$ cat src/rtl/smvg_pkg.sv
`timescale 1ns / 1ps
// Shared types, constants and helper functions of the sphere mesh vertex generator.
package smvg_pkg;

    // Upper bound on the ring and azimuth division counts
    localparam int MAX_DIVISIONS = 1024;

    // Index fields of the input word
    localparam int IDX_W = 10;
    // Corner coordinates carry one extra bit (index plus one)
    localparam int CRD_W = IDX_W + 1;
    // Raw width of a division register
    localparam int CFG_DIV_W = 11;
    // Effective division count and remainder widths
    localparam int DEN_W = $clog2(MAX_DIVISIONS + 1);
    localparam int REM_W = $clog2(MAX_DIVISIONS);
    // Divider numerator: corner coordinate times a full turn (2^32)
    localparam int NUM_W = CRD_W + 32;

    // Q.30 datapath width (values up to 2^30 and coefficients below 2^31)
    localparam int Q_W = 31;
    localparam int QSIN_LAT = 6;

    localparam logic [Q_W-1:0] ONE_Q30    = 31'h4000_0000;
    localparam logic [Q_W-1:0] C1         = 31'd1686629713;
    localparam logic [Q_W-1:0] C3         = 31'd693598668;
    localparam logic [Q_W-1:0] C5         = 31'd85569305;
    localparam logic [Q_W-1:0] C7         = 31'd5026995;
    localparam logic [Q_W-1:0] C9         = 31'd172273;
    localparam logic [Q_W-1:0] TWO_PI_Q28 = 31'd1686629713;

    localparam logic [2:0] LAST_CORNER = 3'd5;

    // Register map index (byte address / 4)
    typedef enum logic [1:0] {
        REG_RADIUS   = 2'd0,
        REG_AZ_DIV   = 2'd1,
        REG_RING_DIV = 2'd2
    } reg_index_t;

    // Effective configuration seen by the datapath
    typedef struct packed {
        logic [15:0]      radius;
        logic [DEN_W-1:0] az_div;
        logic [DEN_W-1:0] ring_div;
    } cfg_t;

    // One corner leaving the sequencer
    typedef struct packed {
        logic             vld;
        logic [CRD_W-1:0] ring;
        logic [CRD_W-1:0] azim;
        logic [2:0]       corner;
        logic             last;
    } corner_t;

    // Ring offset of each corner: (i,j) (i+1,j) (i,j+1) (i+1,j) (i+1,j+1) (i,j+1)
    function automatic logic corner_dr(input logic [2:0] k);
        logic d;
        case (k)
            3'd1, 3'd3, 3'd4: d = 1'b1;
            default:          d = 1'b0;
        endcase
        return d;
    endfunction

    function automatic logic corner_da(input logic [2:0] k);
        logic d;
        case (k)
            3'd2, 3'd4, 3'd5: d = 1'b1;
            default:          d = 1'b0;
        endcase
        return d;
    endfunction

    // Zero acts as one, large values clip to the maximum
    function automatic logic [DEN_W-1:0] eff_div(input logic [CFG_DIV_W-1:0] d);
        logic [DEN_W-1:0] r;
        if (d == '0) begin
            r = DEN_W'(1);
        end else if (32'(d) > MAX_DIVISIONS) begin
            r = DEN_W'(MAX_DIVISIONS);
        end else begin
            r = DEN_W'(d);
        end
        return r;
    endfunction

    // (a * b) >> 30, for operands whose scaled product stays below 2^31
    function automatic logic [Q_W-1:0] mul_q30(input logic [Q_W-1:0] a,
                                               input logic [Q_W-1:0] b);
        logic [2*Q_W-1:0] p;
        p = (2*Q_W)'(a) * (2*Q_W)'(b);
        return p[Q_W+29:30];
    endfunction

endpackage

$ cat src/rtl/smvg_div.sv
`timescale 1ns / 1ps
// Pipelined restoring divider, one quotient bit per stage.
module smvg_div import smvg_pkg::*; (
    input  logic             aclk,
    input  logic             en,
    input  logic [NUM_W-1:0] num_i,
    input  logic [DEN_W-1:0] den_i,
    output logic [NUM_W-1:0] quo_o
);

    // nq holds the unconsumed numerator bits on top, quotient bits shift in below
    logic [NUM_W-1:0] nq_reg   [NUM_W];
    logic [NUM_W-1:0] nq_next  [NUM_W];
    logic [REM_W-1:0] rem_reg  [NUM_W];
    logic [REM_W-1:0] rem_next [NUM_W];
    logic [DEN_W-1:0] den_reg  [NUM_W];
    logic [DEN_W-1:0] den_next [NUM_W];

    always_comb begin
        logic [NUM_W-1:0] cur_nq;
        logic [REM_W-1:0] cur_rem;
        logic [DEN_W-1:0] cur_den;
        logic [DEN_W:0]   trial;
        logic [DEN_W:0]   dx;
        logic             qbit;
        for (int i = 0; i < NUM_W; i++) begin
            if (i == 0) begin
                cur_nq  = num_i;
                cur_rem = '0;
                cur_den = den_i;
            end else begin
                cur_nq  = nq_reg[i-1];
                cur_rem = rem_reg[i-1];
                cur_den = den_reg[i-1];
            end
            trial = (DEN_W+1)'({cur_rem, cur_nq[NUM_W-1]});
            dx    = (DEN_W+1)'(cur_den);
            qbit  = (trial >= dx);
            rem_next[i] = qbit ? REM_W'(trial - dx) : REM_W'(trial);
            nq_next[i]  = {cur_nq[NUM_W-2:0], qbit};
            den_next[i] = cur_den;
        end
    end

    always_ff @(posedge aclk) begin
        if (en) begin
            nq_reg  <= nq_next;
            rem_reg <= rem_next;
            den_reg <= den_next;
        end
    end

    assign quo_o = nq_reg[NUM_W-1];

endmodule

$ cat config.mk
export PLATFORM = sky130hd
export DESIGN_NAME = smvg_div
export DESIGN_NICKNAME = d
export VERILOG_FILES = /design/src/rtl/smvg_pkg.sv /design/src/rtl/smvg_div.sv
export SDC_FILE = /design/constraint.sdc
export NUM_CORES = 2
export LEC_CHECK = 0
export BUFFER_PORTS_ARGS = -buffer_cell sky130_fd_sc_hd__buf_2
export CELL_PAD_IN_SITES_DETAIL_PLACEMENT = 1
export CELL_PAD_IN_SITES_GLOBAL_PLACEMENT = 1
export CORE_UTILIZATION = 50
export CTS_BUF_LIST = sky130_fd_sc_hd__clkbuf_8
export DETAILED_ROUTE_END_ITERATION = 6
export GPL_TIMING_DRIVEN = 0
export PLACE_DENSITY_LB_ADDON = 0.15
export SLEW_MARGIN = 10
export SYNTH_ARGS = -nofsm -noshare
export SYNTH_HDL_FRONTEND = slang
export SYNTH_SLANG_ARGS = --single-unit
$ cat constraint.sdc
create_clock -name aclk -period 2.5 [get_ports aclk]
set_clock_uncertainty 0.05 [all_clocks]
set_input_delay 0.5 -clock aclk [delete_from_list [all_inputs] [get_ports aclk]]
set_output_delay 0.5 -clock aclk [all_outputs]
set_load 0.02 [all_outputs]
---- After elaboration in Yosys (flattened, before gate mapping) ----
Index checks and enable logic that the tools add are counted.
cells by class
  add/sub/neg operators ................... 42
  $lt $le $gt $ge ......................... 43
  muxes and demuxes ....................... 42
operators by type and width
  operator                                     number
  greater-or-equal comparator 11 bit           42
  2-to-1 mux 10 bit                            41
  subtractor 10 bit                            41
  greater-or-equal comparator 1 x 11 -> 1 bit  1
  subtractor 1 x 10 -> 10 bit                  1
  2-to-1 mux 1 bit                             1
storage, ports and cells
  register bits ........................... 2731
  bits of input ports ..................... 56
  logic and storage cells ................. 255

---- Logic depth before layout (Yosys ltp) ----
  depth after elaboration ................. 2
  depth in mapped cells ................... 10
  depth with buffers taken out ............ 10

---- Worst setup path before layout ----
Ideal clock, no wire load.
  path kind ............................... register -> register
  start ................................... register rem_reg[270] in the netlist's numbering
  end ..................................... register rem_reg[261] in the netlist's numbering (data pin)
  library setup time ...................... 0.260 ns
  data arrival time ....................... 2.109 ns
  setup slack ............................. 0.082 ns
  stages on the path, launching flop included .. 8
  path buffers ............................ 0
  clock period less this slack ............ 2.418 ns
  path through ............................ edfxtp_1 -> ha_1 -> nor2b_1 -> o21bai_1 -> a21boi_1 -> or3_1 -> a31oi_4 -> mux2_2
RTL lines
  element                 RTL line        text
  from (decl)             smvg_div.sv:14  logic [REM_W-1:0] rem_reg [NUM_W];
  from (signal assigned)  smvg_div.sv:48  rem_reg <= rem_next;

==> flow_summary.json <==
{
  "startpoint": "den_next[287]",
  "outcome": "complete, but fails checks",
  "grt_antenna_before_repair": 2,
  "synth_largest_area_cell": "edfxtp_1",
  "ios": 99,
  "routedWlPerCell_um": 18.23,
  "drt_pre_antenna_iters": 5,
  "synth_ff_type": "edfxtp_1",
  "crit_slowest_cell": "or3_4",
  "async_flop_share_pct": 0,
  "fillers": 19350,
  "clk_latency_ns": 1.07,
  "hold_viol_final": 79,
  "row_count": 170,
  "fp.dieW_um": 467.2,
  "grt_pass1_wl_mm": 293.1,
  "synth.top_cells.by_count": "edfxtp_1, inv_1, ha_1",
  "root_buffer": "clkbuf_8",
  "synth_cell_types": 63,
  "drive_gt1_share_pct": 24.06,
  "synth_cells": 6281,
  "hold_buffers": 80,
  "power_density_nw_per_um2": 1074,
  "critPathLaunchType": "flop",
  "r2r-end": "rem_reg[268]",
  "cp_max_fo": 5,
  "gp_congestion": 0.8363,
  "critical_path_class": "reg2reg",
  "r2r_cells": 8,
  "period_minus_slack_ns": 2.562,
  "r2r_slack_ns": -0.06,
  "htree_levels": 5,
  "synth-edff-count": 2731,
  "avgSynthCellArea_um2": 17.23,
  "rsz0062_at_grt": "yes",
  "syn_area_um2": 108200,
  "tightest_slew_ns": 0.9016,
  "grt_max_degree": 175,
  "setup_ws_ns": -0.06179,
  "total_leakage_power_nw": 48.06,
  "clk_transition_reported_paths_ns": 0.06,
  "yosysSeqAreaShare_pct": 75.78,
  "clock-sinks": 2731,
  "setup_viol": 10,
  "finalNetCount": 7718,
  "ys_ff_latch": 2731,
  "maxSlewViolCount": 0,
  "critPathTopFamily": "compound AO/OA/AOI/OAI gates",
  "max_stage_delay_ns": 0.43,
  "largest_reg_flops": 1764,
  "viasPerCell": 5.116,
  "synth_nets": 6842,
  "synthTopCellsByArea": "edfxtp_1, ha_1, inv_1",
  "crit_chain": "inv_2 -> ha_4 -> nor2b_4 -> o21bai_1 -> a21boi_2 -> or3_4 -> a31oi_4 -> mux2_2",
  "initial_utilization_pct": 50.37,
  "wl_mm": 188.3,
  "violations": "hold timing, setup timing",
  "path_depth": 8,
  "drc": 0,
  "fin_crit_sh_pct": 102.5,
  "io_buffer_count": 98,
  "vias": 52863,
  "core_region_area_um2": 214800,
  "syn2layout_area_growth_pct": 17.26,
  "cap_violations": 0,
  "required_ns": 3.20,
  "max_slew_margin_pct": 39.89,
  "crit_end": "rem_reg[268]",
  "synth.most_common_cell": "edfxtp_1",
  "design.die.area_um2": 218300,
  "hpwl_mm": 113.9,
  "timing.rr.start": "den_next[287]",
  "yosysWarnings": 0,
  "arrival_ns": 3.26,
  "grt.overflow.total": 0,
  "cts_tree": "built",
  "numCtsBuffers": 445,
  "hold_path.class": "in2reg",
  "max-vdd-ir-drop_v": 0.0006837,
  "critPathBufInv": 1,
  "grt_pass1_vias": 56471,
  "end_kind": "flop",
  "grt_usage_pct": 16.71,
  "clockBufferDepth": 4,
  "die_y_um": 467.2,
  "drt_iter0_markers": 2684,
  "fmax_ghz": 0.3904,
  "finalCoreUtilization_pct": 59.07,
  "synth.top_cell.area_share_pct": 75.78,
  "antenna_left": 0,
  "holdWs_ns": -0.1576
}
[worst register-to-register path: stages, from the launching register on]
cell and delay [ns]:
edfxtp_1 0.40, inv_2 0.11, ha_4 0.21, nor2b_4 0.12
o21bai_1 0.19, a21boi_2 0.11, or3_4 0.43, a31oi_4 0.31
mux2_2 0.37
[report_power, final]
part,switching (mW),total (mW),internal [mW]
registers,3.12,61.6,58.5
logic,19.2,39.2,20.0
clock network,16.9,35.4,18.5
total,39.3,136,97.0
[what timing repair did]
item	4_1_cts	5_1_grt
endpoints found under the hold margin	154	90
resized for setup	332	366
pin swaps	112	171
endpoints found under the setup margin	708	642
buffers inserted	106	116
cloned	9	5
[layer usage]
metal | up-vias | global-route usage [%] | part of all wire, %
met5 | - | 0 | 0
met4 | 0 | 6.514 | 3.0
met3 | 429 | 2.912 | 3.0
met2 | 701 | 28.92 | 51
met1 | 26250 | 20.86 | 43
li1 | 25483 | - | -
[worst min path at each step]
| stage | from | end | slack [ns] | depth (start not counted) |
|---|---|---|---|---|
| 2_1_floorplan | nq_next[1042] | nq_next[1000] | 0.35 | 0 |
| 3_3_place_gp | nq_next[201] | nq_next[159] | 0.35 | 0 |
| 3_5_place_dp | nq_next[1585] | nq_next[1543] | 0.36 | 0 |
| 4_1_cts | en | nq_next[1791] | -0.26 | 1 |
| 5_1_grt | en | nq_next[1790] | -0.25 | 1 |
| 6_report | en | nq_next[1790] | -0.16 | 1 |
[metrics by stage]
step	power [mW]	setup slack (ns)	instances	instance area, µm²	setup TNS [ns]
after floorplan	86.23	0.08153	6281	108200	0
after global placement	87.54	-42.40	9217	112300	-
after detailed placement	94.71	-1.542	9236	112800	-1506.28
after CTS	134.4	-0.09335	10211	124200	-0.5832
after global routing	143.6	-0.1772	10333	126900	-5.113
final	136.3	-0.06179	10333	126900	-0.2390
[layout make-up]
cell class | instances | area (µm²) | share of cell area, %
well taps | 2838 | 3551 | 2.798
multi-input cells | 2785 | 26230 | 20.67
clock inverters | 333 | 1882 | 1.483
inverters | 682 | 2560 | 2.017
diodes | 4 | 10.01 | 0.007888
clock buffers | 448 | 6166 | 4.859
repair buffers | 429 | 3741 | 2.948
plain buffers | 83 | 748.2 | 0.5896
flip-flops and latches | 2731 | 82010 | 64.63
[placed cells by master (no fill, tap or decap), types with 96 or more instances in the layout]
| cell type | n |
|---|---|
| a21oi_1 | 202 |
| clkbuf_8 | 448 |
| clkinv_1 | 127 |
| nor2_1 | 187 |
| ha_1 | 303 |
| nand2_1 | 153 |
| edfxtp_1 | 2731 |
| nand3_1 | 108 |
| xor2_1 | 104 |
| buf_2 | 96 |
| mux2_4 | 138 |
| mux2_2 | 132 |
| xnor2_1 | 177 |
| buf_4 | 271 |
| inv_1 | 745 |
| a21o_1 | 137 |
[kinds of logic after synthesis]
family	synth area share, %
AOI/OAI and AO/OA	5.389
xor gates and xnor gates	2.274
DFF	75.78
buffers and inverters	2.958
adders and majority gates	6.123
muxes	3.773
and+or+nand+nor	3.698
Note: power is estimated with default switching activity, not from simulation.
