File: src/rtl/smvg_pkg.sv
`timescale 1ns / 1ps
// Shared types, constants and helper functions of the sphere mesh vertex generator.
package smvg_pkg;

    // Upper bound on the ring and azimuth division counts
    localparam int MAX_DIVISIONS = 1024;

    // Index fields of the input word
    localparam int IDX_W = 10;
    // Corner coordinates carry one extra bit (index plus one)
    localparam int CRD_W = IDX_W + 1;
    // Raw width of a division register
    localparam int CFG_DIV_W = 11;
    // Effective division count and remainder widths
    localparam int DEN_W = $clog2(MAX_DIVISIONS + 1);
    localparam int REM_W = $clog2(MAX_DIVISIONS);
    // Divider numerator: corner coordinate times a full turn (2^32)
    localparam int NUM_W = CRD_W + 32;

    // Q.30 datapath width (values up to 2^30 and coefficients below 2^31)
    localparam int Q_W = 31;
    localparam int QSIN_LAT = 6;

    localparam logic [Q_W-1:0] ONE_Q30    = 31'h4000_0000;
    localparam logic [Q_W-1:0] C1         = 31'd1686629713;
    localparam logic [Q_W-1:0] C3         = 31'd693598668;
    localparam logic [Q_W-1:0] C5         = 31'd85569305;
    localparam logic [Q_W-1:0] C7         = 31'd5026995;
    localparam logic [Q_W-1:0] C9         = 31'd172273;
    localparam logic [Q_W-1:0] TWO_PI_Q28 = 31'd1686629713;

    localparam logic [2:0] LAST_CORNER = 3'd5;

    // Register map index (byte address / 4)
    typedef enum logic [1:0] {
        REG_RADIUS   = 2'd0,
        REG_AZ_DIV   = 2'd1,
        REG_RING_DIV = 2'd2
    } reg_index_t;

    // Effective configuration seen by the datapath
    typedef struct packed {
        logic [15:0]      radius;
        logic [DEN_W-1:0] az_div;
        logic [DEN_W-1:0] ring_div;
    } cfg_t;

    // One corner leaving the sequencer
    typedef struct packed {
        logic             vld;
        logic [CRD_W-1:0] ring;
        logic [CRD_W-1:0] azim;
        logic [2:0]       corner;
        logic             last;
    } corner_t;

    // Ring offset of each corner: (i,j) (i+1,j) (i,j+1) (i+1,j) (i+1,j+1) (i,j+1)
    function automatic logic corner_dr(input logic [2:0] k);
        logic d;
        case (k)
            3'd1, 3'd3, 3'd4: d = 1'b1;
            default:          d = 1'b0;
        endcase
        return d;
    endfunction

    function automatic logic corner_da(input logic [2:0] k);
        logic d;
        case (k)
            3'd2, 3'd4, 3'd5: d = 1'b1;
            default:          d = 1'b0;
        endcase
        return d;
    endfunction

    // Zero acts as one, large values clip to the maximum
    function automatic logic [DEN_W-1:0] eff_div(input logic [CFG_DIV_W-1:0] d);
        logic [DEN_W-1:0] r;
        if (d == '0) begin
            r = DEN_W'(1);
        end else if (32'(d) > MAX_DIVISIONS) begin
            r = DEN_W'(MAX_DIVISIONS);
        end else begin
            r = DEN_W'(d);
        end
        return r;
    endfunction

    // (a * b) >> 30, for operands whose scaled product stays below 2^31
    function automatic logic [Q_W-1:0] mul_q30(input logic [Q_W-1:0] a,
                                               input logic [Q_W-1:0] b);
        logic [2*Q_W-1:0] p;
        p = (2*Q_W)'(a) * (2*Q_W)'(b);
        return p[Q_W+29:30];
    endfunction

endpackage

File: src/rtl/smvg_cfg.sv
`timescale 1ns / 1ps
// APB register file holding radius and division counts.
module smvg_cfg import smvg_pkg::*; (
    input  logic        aclk,
    input  logic        aresetn,
    input  logic        psel,
    input  logic        penable,
    input  logic        pwrite,
    input  logic [3:0]  paddr,
    input  logic [31:0] pwdata,
    output logic [31:0] prdata,
    output logic        pready,
    output cfg_t        cfg
);

    logic [15:0]          radius_reg;
    logic [CFG_DIV_W-1:0] az_div_reg;
    logic [CFG_DIV_W-1:0] ring_div_reg;
    reg_index_t           idx;
    logic                 wr;

    assign pready = 1'b1;
    assign idx    = reg_index_t'(paddr[3:2]);
    assign wr     = psel && penable && pwrite && pready;

    always_ff @(posedge aclk) begin
        if (!aresetn) begin
            radius_reg   <= 16'd256;
            az_div_reg   <= CFG_DIV_W'(16);
            ring_div_reg <= CFG_DIV_W'(8);
        end else if (wr) begin
            case (idx)
                REG_RADIUS:   radius_reg   <= pwdata[15:0];
                REG_AZ_DIV:   az_div_reg   <= pwdata[CFG_DIV_W-1:0];
                REG_RING_DIV: ring_div_reg <= pwdata[CFG_DIV_W-1:0];
                default: ;
            endcase
        end
    end

    always_comb begin
        case (idx)
            REG_RADIUS:   prdata = 32'(radius_reg);
            REG_AZ_DIV:   prdata = 32'(az_div_reg);
            REG_RING_DIV: prdata = 32'(ring_div_reg);
            default:      prdata = '0;
        endcase
    end

    assign cfg.radius   = radius_reg;
    assign cfg.az_div   = eff_div(az_div_reg);
    assign cfg.ring_div = eff_div(ring_div_reg);

endmodule

File: config.mk
export PLATFORM = sky130hd
export DESIGN_NAME = smvg_cfg
export DESIGN_NICKNAME = d
export VERILOG_FILES = /design/src/rtl/smvg_pkg.sv /design/src/rtl/smvg_cfg.sv
export SDC_FILE = /design/constraint.sdc
export NUM_CORES = 1
export LEC_CHECK = 0
export BUFFER_PORTS_ARGS = -buffer_cell sky130_fd_sc_hd__buf_4
export CAP_MARGIN = 30
export CELL_PAD_IN_SITES_DETAIL_PLACEMENT = 1
export CELL_PAD_IN_SITES_GLOBAL_PLACEMENT = 1
export CORE_UTILIZATION = 32
export CTS_BUF_LIST = sky130_fd_sc_hd__clkbuf_2 sky130_fd_sc_hd__clkbuf_4 sky130_fd_sc_hd__clkbuf_8
export DETAILED_ROUTE_END_ITERATION = 10
export PLACE_DENSITY_LB_ADDON = 0.1
export SYNTH_ARGS = -nofsm -noshare
export SYNTH_HDL_FRONTEND = slang
export SYNTH_SLANG_ARGS = --single-unit
export TNS_END_PERCENT = 1
File: constraint.sdc
create_clock -name aclk -period 1.6 [get_ports aclk]
set_input_delay 0.32 -clock aclk [delete_from_list [all_inputs] [get_ports aclk]]
set_output_delay 0.32 -clock aclk [all_outputs]
set_load 0.005 [all_outputs]
== Yosys cells after proc, flatten, opt, wreduce, memory -nomap -nowiden ==
Cells that the tools add are included.
Storage, ports and cells
  register bits after elaboration: 38
  input port bits: 41
  word-level logic and storage cells: 20
Cells by class
  multiplexer cells: 5
  reductions and logical operators: 8
  equality and inequality tests: 2
  magnitude comparators: 2
Operators by type and width (count)
  case mux 16 bit (3 select lines): 1
  2-to-1 mux 11 bit: 4
  greater-than comparator 11 bit, second input constant: 2
  logical NOT 11 bit: 2
  AND reduction 2 bit: 3
  equality test 2 x 1 -> 1 bit, second input constant: 1
  equality test 2 bit, second input constant: 1
  logical AND 1 bit: 2
  logical NOT 2 bit: 1

== Depth between registers and ports, before layout ==
Gate-level depths: netlist of run 1.
  word-level depth: 3
  depth in mapped cells: 5
  gate-level depth less buffers: 3

== Least setup slack after synthesis of run 1 ==
Ideal clock, no wire load.
  kind: input to output
  start: input port paddr[3]
  end: output port prdata[0]
  data arrival time: 0.965 ns
  setup slack: 0.315 ns
  stages on the path: 4
  required time: 1.280 ns
  cells stage by stage: buf_6 > buf_2 > mux2i_1 > o21ai_1
Between the ends
  word-level cells in the longest chain between the ends: 2
  elaborated cells between the ends (all ways): 4
  those cells by class: eq/ne (2); mux (1); reduce/logical (1)
Ends and longest elaborated chain
  from (decl): line smvg_cfg.sv:9  | input logic [3:0] paddr,
  equality test 2 bit (tied with other cells): line smvg_cfg.sv:42  | case (idx)
  case mux 16 bit (3 select lines) *: line smvg_cfg.sv:42
  to (decl): line smvg_cfg.sv:11  | output logic [31:0] prdata,
Mark *: on every way between the ends. The rest lies on a longest branch, timed or not.

==> metrics.yaml, run 1 <==
timing.rr.end: "ring_div_reg[10]"
wl_met3_um: 297
fin_nets: 357
crit_slowest_cell: "dfxtp_1"
cp_data_required_time_ps: 1280
path_delay_family: "simple AND/OR/NAND/NOR gates"
final_area_mm2: 0.00278
hold_slack_ps: 272
grt_max_degree: 41
top_layer: "met4"
portBuffers: 76
outcome: "finished, final reports clean"
total_power_mw: 1.92
min-delay-start: "pwdata[14]"
postCtsSetupRepairBufs: 0
cts_buffers: 5
via_per_inst: 4.66
r2r_start: "ring_div_reg[10]"
p_leak_nw: 1.24
synthCells: 243
drive_gt1_share_pct: 33.4
routed_wl_mm: 5.79
rows: 28
syn_area_mm2: 0.00206
met1_length_mm: 2.79
htreeDepth: 2
dr.pass1.iters: 4
yosys_warnings: 0
wl_per_cell_um: 14.8
ant_nets: 0
post-route-period-util_pct: 96.7
fmax_ghz: 0.646
ys_types: 26
r2r_slack_ps: 760
avgSynthCellArea_um2: 8.48
min_path_type: "input port to flop"
ys_seq_area_share_pct: 36.9
min_to: "radius_reg[14]"
die_height_um: 82.3
hold_depth: 3
hold_viol_final: 0
ioPinCount: 112
powerDensity_mw_per_mm2: 688
vdd_drop_max_mv: 0.380
grt_pass1_vias: 1730
hpwlAfterDp_mm: 4.39
num_vias: 1826
drv_slew: 0
placed_area_mm2: 0.00267
rsz0062_at_grt: "yes"
die_area_mm2: 0.00677
path_clk_slew_ps: 80
crit_path_start: "ring_div_reg[4]"
coreArea_mm2: 0.00606
syn2layout_area_growth_pct: 35.0
drtIter0Drc: 79
grt_pass1_wl_mm: 8.99
skew_ps: 0
grt_antenna_before_repair: 0
finalSetupTns_ps: 0
path_depth: 4
setup_violations: 0
cpPeakStageDelay_ps: 340
period_minus_slack_ps: 1550
startpoint_type: "flop"
path_max_fanout: 4
cap_violations: 0
drc: 0
cts_tree: "done"
initial_core_util_pct: 34.0
clkSinkCount: 38
synth-seq-cells: 38
die_x_um: 82.3
clockBufferDepth: 2
globalRouteOverflowTotal: 0
place_congestion: 0.729
worstSetupPathType: "flop to output port"
reg2reg_depth: 3
diodes: 0
cp-end-kind: "output port"
track_usage_pct: 18.3
largest_reg_flops: 16
path_cells: "nor4_1 -> nand3_1 -> o21ai_2 -> buf_4"
cts_root_buffer: "clkbuf_8"
cp.arrival_ps: 1230
cp_num_buf_inv: 1
met2_length_mm: 2.64
clk-insertion-delay-late_ps: 290
[routing by layer]
| metal | GRT usage (%) | vias to the layer above |
|---|---|---|
| met2 | 29.2 | 55 |
| met4 | 5.79 | 0 |
| li1 | - | 903 |
| met1 | 24.1 | 862 |
| met3 | 4.51 | 6 |
| met5 | 0 | - |
[worst max path at each step]
stage                      end  slack, ps
floorplan            prdata[0]        310
global placement    prdata[12]         30
detailed placement  prdata[14]         40
CTS                     cfg[0]         10
global route           cfg[11]        -40
finish                  cfg[0]         50
[where the power goes]
part / internal (mW) / switching [mW] / total (mW)
Clock: 0.365 / 0.350 / 0.715
Sequential: 0.958 / 0.0128 / 0.971
Combinational: 0.109 / 0.120 / 0.229
Total: 1.43 / 0.483 / 1.92
[synth_stat cells]
master / instances / share of area [%]
nand2_1: 62 / 11
mux2i_1: 47 / 23
dfxtp_1: 38 / 37
nor2b_1: 19 / 5.8
buf_4: 18 / 6.6
o21ai_1: 11 / 2.7
clkbuf_1: 9 / 1.6
and2_1: 5 / 1.5
nor2_1: 5 / 0.91
buf_2: 3 / 0.73
buf_6: 3 / 1.6
inv_1: 3 / 0.55
nand3_1: 3 / 0.73
nor4_1: 3 / 0.91
conb_1: 2 / 0.36
o211ai_1: 2 / 0.73
a31oi_1: 1 / 0.30
and2_4: 1 / 0.43
and3_1: 1 / 0.30
buf_1: 1 / 0.18
nand3_2: 1 / 0.49
nor2b_4: 1 / 0.67
nor3_1: 1 / 0.24
nor3_4: 1 / 0.79
nor3b_2: 1 / 0.61
o21ai_0: 1 / 0.24
[per-stage QoR]
stage,utilization (%),setup slack [ps],instances
after floorplan,-,315,258
after global placement,44.0,28.1,384
after detailed placement,44.0,38.0,384
after CTS,45.8,13.1,392
after global routing,45.9,-39.4,392
final,45.9,53.2,392
[area by class of cell]
| type | instances | area (um^2) |
|---|---|---|
| clock inverter | 1 | 5.00 |
| multi-input combinational | 183 | 1140 |
| tap | 75 | 93.8 |
| timing repair buffer | 85 | 676 |
| clock buffer | 7 | 90.1 |
| fill | 744 | 3280 |
| sequential | 38 | 767 |
| inverter | 3 | 11.3 |
[cell families after synthesis]
family | synth area share, %
other | 0.364
muxes | 22.8
AOI/OAI and AO/OA | 3.95
DFF | 36.9
buffers and inverters | 11.3
and+or+nand+nor | 24.7
[worst min-delay path, cell delays in order]
cell,delay (ps)
buf_4,110
nand2_1,40
mux2i_1,50
[layout by cell type, fill, tap and decap left out, types with 2 or more instances in the layout]
master,Yosys,layout
mux2i_1,47,47
o21ai_1,11,11
nand3_1,3,3
conb_1,2,17
dfxtp_2,0,5
clkbuf_8,0,6
nor4_2,0,2
and2_1,5,5
nor2b_1,19,19
o211ai_1,2,2
nand2_1,62,62
inv_1,3,3
dfxtp_1,38,33
buf_12,0,3
nor2_1,5,5
buf_4,18,82
[timing repair]
item | 4_1_cts | 5_1_grt
pin swaps | 1 | 0
gates cloned | 0 | 0
endpoints found under the setup margin | 2 | 3
resized for setup | 5 | 4
hold buffers | 0 | 0
hold endpoints to repair | 0 | 0
(Power assumes the default switching activity.)
==> inputs of run 2 (changes only) <==
SKIP_LAST_GASP = 1   (was default)
clock period = 1.65 ns   (was 1.6 ns; I/O delays follow)
==> run 2 against run 1 <==
Against the previous run:
- sequential power shrank 2.9%
- combinational power is 4% lower
- core utilization rose by 0.27 points
- sequential share of layout area down 0.12 points
- critical path depth unchanged
- routed wire length increased by 4.0%
- sequential cell count unchanged
- hold slack gained 15 ps
==> metrics.yaml, run 2 (synthesis results as in run 1) <==
die_area_mm2: 0.00677  # unchanged
worst_slack_ps: 80.7  # +27.6 ps
clkPwrFrac_pct: 41.4  # +4.1 points
coreArea_mm2: 0.00606  # unchanged
finalNonFillerCells: 390  # -0.51%
grt_max_degree: 44  # +7.3%
ant_nets: 0  # unchanged
place_congestion: 0.734  # +0.59%
wl_per_cell_um: 15.4  # +4.5%
drc: 0  # unchanged
p_int_mw: 1.52  # +5.9%
powerDensity_mw_per_mm2: 708  # +2.9%
hold_viol_final: 0  # unchanged
path_max_fanout: 4  # unchanged
fmax_ghz: 0.637
worstSetupPathType: "flop to output port"
cts_buffers: 5  # unchanged
place_ws_ps: 68.8  # +30.8 ps
track_usage_pct: 19.5  # +1.2 points
via_per_inst: 4.74  # +1.7%
startpoint_type: "flop"
cap_violations: 0  # unchanged
fin_nets: 356  # -0.28%
swShare_pct: 23.5  # -1.7 points
htreeDepth: 2  # unchanged
initial_core_util_pct: 34.0  # unchanged
die_x_um: 82.3  # unchanged
clockBufferDepth: 2  # unchanged
num_vias: 1847  # +1.2%
grt_antenna_before_repair: 0  # unchanged
placed_area_mm2: 0.00265  # -0.75%
cp-end-kind: "output port"
routed_wl_mm: 6.02  # +4.0%
met2_length_mm: 2.86  # +8.4%
clk-insertion-delay-late_ps: 280  # about the same
hold_buffers: 0  # unchanged
final_common_cell: "buf_4"
dp_cells: 383  # -0.26%
clkSinkCount: 38  # unchanged
cp.arrival_ps: 1240  # about the same
setup_violations: 0  # unchanged
cp_data_required_time_ps: 1320  # +40 ps
grt_pass1_vias: 1809  # +4.6%
cpPeakStageDelay_ps: 350  # about the same
die_height_um: 82.3  # unchanged
drtIter0Drc: 60  # -24%
wl_met3_um: 298  # +0.34%
post-route-period-util_pct: 95.1
p_comb_share_pct: 11.0  # -1.0 points
rsz0062_at_grt: "yes"
syn2layout_area_growth_pct: 35.8
crit_slowest_cell: "dfxtp_2"
hpwlAfterDp_mm: 4.48  # +2.0%
top_layer: "met4"
p_sw_mw: 0.466  # -3.4%
total_power_mw: 1.98  # +3.5%
drv_slew: 0  # unchanged
met1_length_mm: 2.79  # +0.18%
vdd_drop_max_mv: 0.360  # -5.2%
outcome: "finished, final reports clean"
rows: 28  # unchanged
drive_gt1_share_pct: 33.3  # -0.11 points
globalRouteOverflowTotal: 0  # unchanged
n_fill_cell: 751  # +0.94%
path_cells: "nor4_1 -> nand3_1 -> o21ai_2 -> buf_4"
ioPinCount: 112  # unchanged
p_leak_nw: 1.24  # about the same
postCtsSetupRepairBufs: 0  # unchanged
final_area_mm2: 0.00280  # +0.58%
cts_tree: "done"
skew_ps: 0  # unchanged
min_path_type: "input port to flop"
largest_reg_flops: 16  # unchanged
utilization_pct: 46.2  # +0.27 points
path_clk_slew_ps: 80  # about the same
portBuffers: 76  # unchanged
dr.pass1.iters: 4  # unchanged
final_cell_mix: "buf_4, nand2_1, mux2i_1"
grt_pass1_wl_mm: 9.53  # +6.0%
pwr-share-seq_pct: 47.5  # -3.2 points
cts_root_buffer: "clkbuf_8"
period_minus_slack_ps: 1570
diodes: 0  # unchanged
==> run 2: cell count changes in the layout (fill, tap and decap cells not counted) <==
| cell | previous run | this run |
|---|---|---|
| buf_12 | 3 | 2 |
| bufinv_16 | 0 | 1 |
| clkbuf_4 | 1 | 0 |
| clkinv_2 | 1 | 0 |
| dfxtp_1 | 33 | 32 |
| dfxtp_2 | 5 | 6 |
| nor4_2 | 2 | 0 |
| nor4_4 | 0 | 2 |
==> run 2: worst max-delay path: cells and delay by family (launching register included) <==
kind | cells | cell delay [ps]
simple gates | 2 | 390
flops | 1 | 350
buf+inv | 1 | 130
compound gates | 1 | 80
==> run 2: timing repair <==
| item | CTS | global route |
|---|---|---|
| gates cloned | 0 | 0 |
| gates resized for setup | 1 | 11 |
| setup endpoints to repair | 1 | 7 |
| pin swaps | 1 | 6 |
| endpoints found under the hold margin | 0 | 0 |
==> run 2: metal layers <==
metal  up-vias  track usage [%]
met5         -                0
met4         0             6.32
met3         4             4.40
met2        53             31.7
met1       887             25.4
li1        903                -
==> run 2: power groups by stage <==
stage	Sequential, mW	Combinational, mW	Clock [mW]
2_1_floorplan	0.959	0.142	0
3_3_place_gp	0.963	0.216	0
3_5_place_dp	0.963	0.219	0
4_1_cts	0.942	0.220	0.834
5_1_grt	0.945	0.242	0.889
6_report	0.943	0.219	0.821
==> run 2: final timing paths <==
path | from | end | slack (ps) | depth (start not counted)
setup / recovery | ring_div_reg[5] | cfg[0] | 80 | 4
setup reg to reg | az_div_reg[10] | az_div_reg[10] | 780 | 2
hold reg to reg | radius_reg[14] | radius_reg[14] | 470 | 2
hold / removal | pwdata[11] | radius_reg[11] | 290 | 3
==> run 2: final cells by class <==
type	count	area [um^2]	share of cell area [%]
clock buffers	6	82.6	2.95
clock inverters	1	30.0	1.07
inverters	3	11.3	0.402
multi-input cells	183	1160	41.4
flip-flops and latches	38	768	27.4
well taps	75	93.8	3.35
repair buffers	84	656	23.4
==> run 2: through the flow <==
stage                     hold slack (ps)  setup TNS, ps
after detailed placement              465              0
final                                 286              0
after global placement                458              0
after floorplan                       447              0
after global routing                  275          -72.6
after CTS                             280              0
==> inputs of run 3 (changes only) <==
ABC_AREA = 1   (was default)
CORE_MARGIN = 2   (was default)
CORE_UTILIZATION = 30   (was 32)
==> run 3 against run 2 <==
Against the previous run:
- the run now ends with negative setup slack left
- sequential cell count unchanged
- synthesized area down 3.2%
- global-route usage down 0.58 points
- total power is essentially flat
- die area grew 8.2%
- synthesized cell count is 22% higher
- combinational power up 23%
- via count grew 17%
- critical path type unchanged
- clock-buffer cell count is 2 higher
- final area increased by 2.9%
- non-clock buffer count grew 15
- core utilization decreased by 1.1 points
==> metrics.yaml, run 3 <==
crit_slowest_cell: "dfxtp_1"
die_area_mm2: 0.00732  # +8.2%
syn2layout_area_growth_pct: 44.3
pwr-share-seq_pct: 47.9  # +0.4 points
swShare_pct: 25.3  # +1.8 points
ys_async_sr_fraction_pct: 0  # unchanged
cp.arrival_ps: 1370  # +130 ps
finalNonFillerCells: 465  # +19%
clk-insertion-delay-late_ps: 290  # about the same
ant_nets: 0  # unchanged
place_congestion: 0.784  # +6.8%
routed_wl_mm: 6.62  # +10%
clockBufferDepth: 2  # unchanged
met2_length_mm: 3.10  # +8.4%
rsz0062_at_grt: "yes"
final_cell_mix: "buf_4, nor2_1, dfxtp_1"
outcome: "finished, violations left"
wl_per_cell_um: 14.2  # -7.8%
hold_slack_ps: 257  # -29.2 ps
yosysMostFrequentCell: "nor2_1"
dp_cells: 457  # +19%
setup_violations: 16  # +16
synth_ff_type: "dfxtp_1"
synth_edf_count: 0  # unchanged
top_layer: "met4"
clkSinkCount: 38  # unchanged
track_usage_pct: 18.9  # -0.58 points
syn_area_mm2: 0.00200  # -3.2%
grt_max_degree: 39  # -11%
period_minus_slack_ps: 1700  # +134 ps
die_height_um: 85.6  # +4.0%
worst_slack_ps: -53.3  # -134 ps
post-route-period-util_pct: 103  # +8.1 points
globalRouteOverflowTotal: 0  # unchanged
dr.pass1.iters: 5  # +1
cpPeakStageDelay_ps: 380  # +30 ps
path_cells: "nor2_4 -> nand3_1 -> nor2_2 -> nor2_4 -> nor2_1 -> buf_4"
min_path_type: "input port to flop"
avgSynthCellArea_um2: 6.74  # -20%
final_common_cell: "buf_4"
hold_viol_final: 0  # unchanged
vdd_drop_max_mv: 0.375  # +4.0%
fmax_ghz: 0.587  # -7.9%
coreArea_mm2: 0.00639  # +5.4%
num_vias: 2156  # +17%
synth-seq-cells: 38  # unchanged
drv_slew: 0  # unchanged
worstSetupPathType: "flop to output port"
path_max_fanout: 8  # +4
cp_data_required_time_ps: 1320  # about the same
largest_reg_flops: 16  # unchanged
ioPinCount: 112  # unchanged
drtIter0Drc: 50  # -17%
grt_pass1_wl_mm: 10.8  # +13%
wl_met3_um: 402  # +35%
cts_root_buffer: "clkbuf_8"
cp_num_buf_inv: 1  # unchanged
drive_gt1_share_pct: 34.8  # +1.5 points
powerDensity_mw_per_mm2: 689  # -2.7%
crit_top_cell: "nor2_4"
cap_violations: 0  # unchanged
cp-end-kind: "output port"
ys_types: 23  # -12%
ys_seq_area_share_pct: 38.1  # +1.2 points
path_clk_slew_ps: 80  # about the same
die_x_um: 85.6  # +4.0%
violations: "negative setup slack"
diodes: 0  # unchanged
portBuffers: 76  # unchanged
fin_nets: 428  # +20%
grt_antenna_before_repair: 0  # unchanged
p_leak_nw: 1.44  # +16%
hpwlAfterDp_mm: 4.79  # +7.1%
ys_top_cells_by_area: "dfxtp_1, nor2_1, buf_4"
clkPwrFrac_pct: 38.5  # -2.9 points
cts_tree: "done"
drc: 0  # unchanged
rows: 29  # +3.6%
htreeDepth: 2  # unchanged
cts_buffers: 5  # unchanged
startpoint_type: "flop"
path_delay_family: "simple AND/OR/NAND/NOR gates"
skew_ps: 0  # unchanged
synth_top_area_cell: "dfxtp_1"
initial_core_util_pct: 31.2  # -2.8 points
yosys_warnings: 0  # unchanged
met1_length_mm: 3.03  # +8.4%
yosysTopAreaCellShare_pct: 38.1  # +1.2 points
via_per_inst: 4.64  # -2.1%
grt_pass1_vias: 2219  # +23%
p_comb_share_pct: 13.5  # +2.5 points
synthCells: 296  # +22%
p_int_mw: 1.48  # -2.2%
p_sw_mw: 0.502  # +7.6%
yosys-top-cells-count: "nor2_1, dfxtp_1, inv_1, nand2_1, o21ai_0"
==> run 3: cell count changes in the layout (fill, tap and decap cells not counted), moves of 5 or more <==
cell      previous run  this run
o221ai_1             0        10
nor2b_1             19         0
mux2i_1             47         0
dfxtp_2              6         1
inv_1                3        29
nor2_4               0         7
nor2_2               0         9
nand2_1             62        23
o21ai_0              0        24
dfxtp_1             32        37
nor2_1               5        93
and2_1               5         0
buf_4               82        96
==> run 3: worst reg2reg max path, stage by stage, from the launching register on <==
cell and delay [ps]:
dfxtp_1 340, buf_4 140, o21ai_0 180, nor2_1 60
==> run 3: power groups by stage <==
stage	clock, mW	sequential, mW	combinational, mW
finish	0.765	0.951	0.269
detailed placement	0	0.971	0.261
CTS	0.785	0.950	0.267
floorplan	0	0.970	0.139
global placement	0	0.970	0.260
global route	0.835	0.954	0.299
==> run 3: kinds of logic (layout without fill, tap and decap cells) <==
| kind of cell | count (synthesis) | count (layout) | synth area share (%) |
|---|---|---|---|
| and+or+nand+nor | 143 | 143 | 30.2 |
| buffers and inverters | 64 | 141 | 16.8 |
| AOI/OAI and AO/OA | 49 | 49 | 14.5 |
| DFF | 38 | 38 | 38.1 |
| other | 2 | 17 | 0.376 |
==> run 3: path summary, 6_finish.rpt <==
path,start,cells after the start,to,slack [ps]
worst max-delay path,ring_div_reg[6],6,cfg[7],-50
worst min-delay path,pwdata[11],3,radius_reg[11],260
worst max register to register,ring_div_reg[6],3,ring_div_reg[6],830
worst min register to register,radius_reg[8],2,radius_reg[8],500
==> run 3: metrics by stage <==
step           setup TNS, ps  area, um^2  util (%)  power (mW)  setup WS, ps
6_report                -539        2880      45.1        1.98         -53.3
5_1_grt                -2300        2880      45.1        2.09          -155
4_1_cts                 -853        2840      44.5        2.00         -67.1
3_5_place_dp            -839        2700      42.3        1.23         -73.2
3_3_place_gp            -802        2700      42.3        1.23         -81.0
2_1_floorplan              0        2050         -        1.11           433
==> run 3: cell type report <==
type | instances | area, um^2
Inverter | 34 | 133
Tap cell | 77 | 96.3
Multi-Input combinational cell | 209 | 1020
Timing Repair Buffer | 99 | 763
Sequential cell | 38 | 762
Fill cell | 839 | 3510
Clock buffer | 8 | 110
==> run 3: repair_timing <==
item                       CTS  global route
setup buffers                0             0
setup endpoints to repair   17            18
pin swaps                    1             5
hold buffers                 0             0
resized for setup           10            13
==> run 3: metal layers <==
metal  vias up  global-route usage [%]
met5         -                       0
met1      1007                    24.0
met3         8                    3.75
li1       1074                       -
met2        67                    32.5
met4         0                    5.48
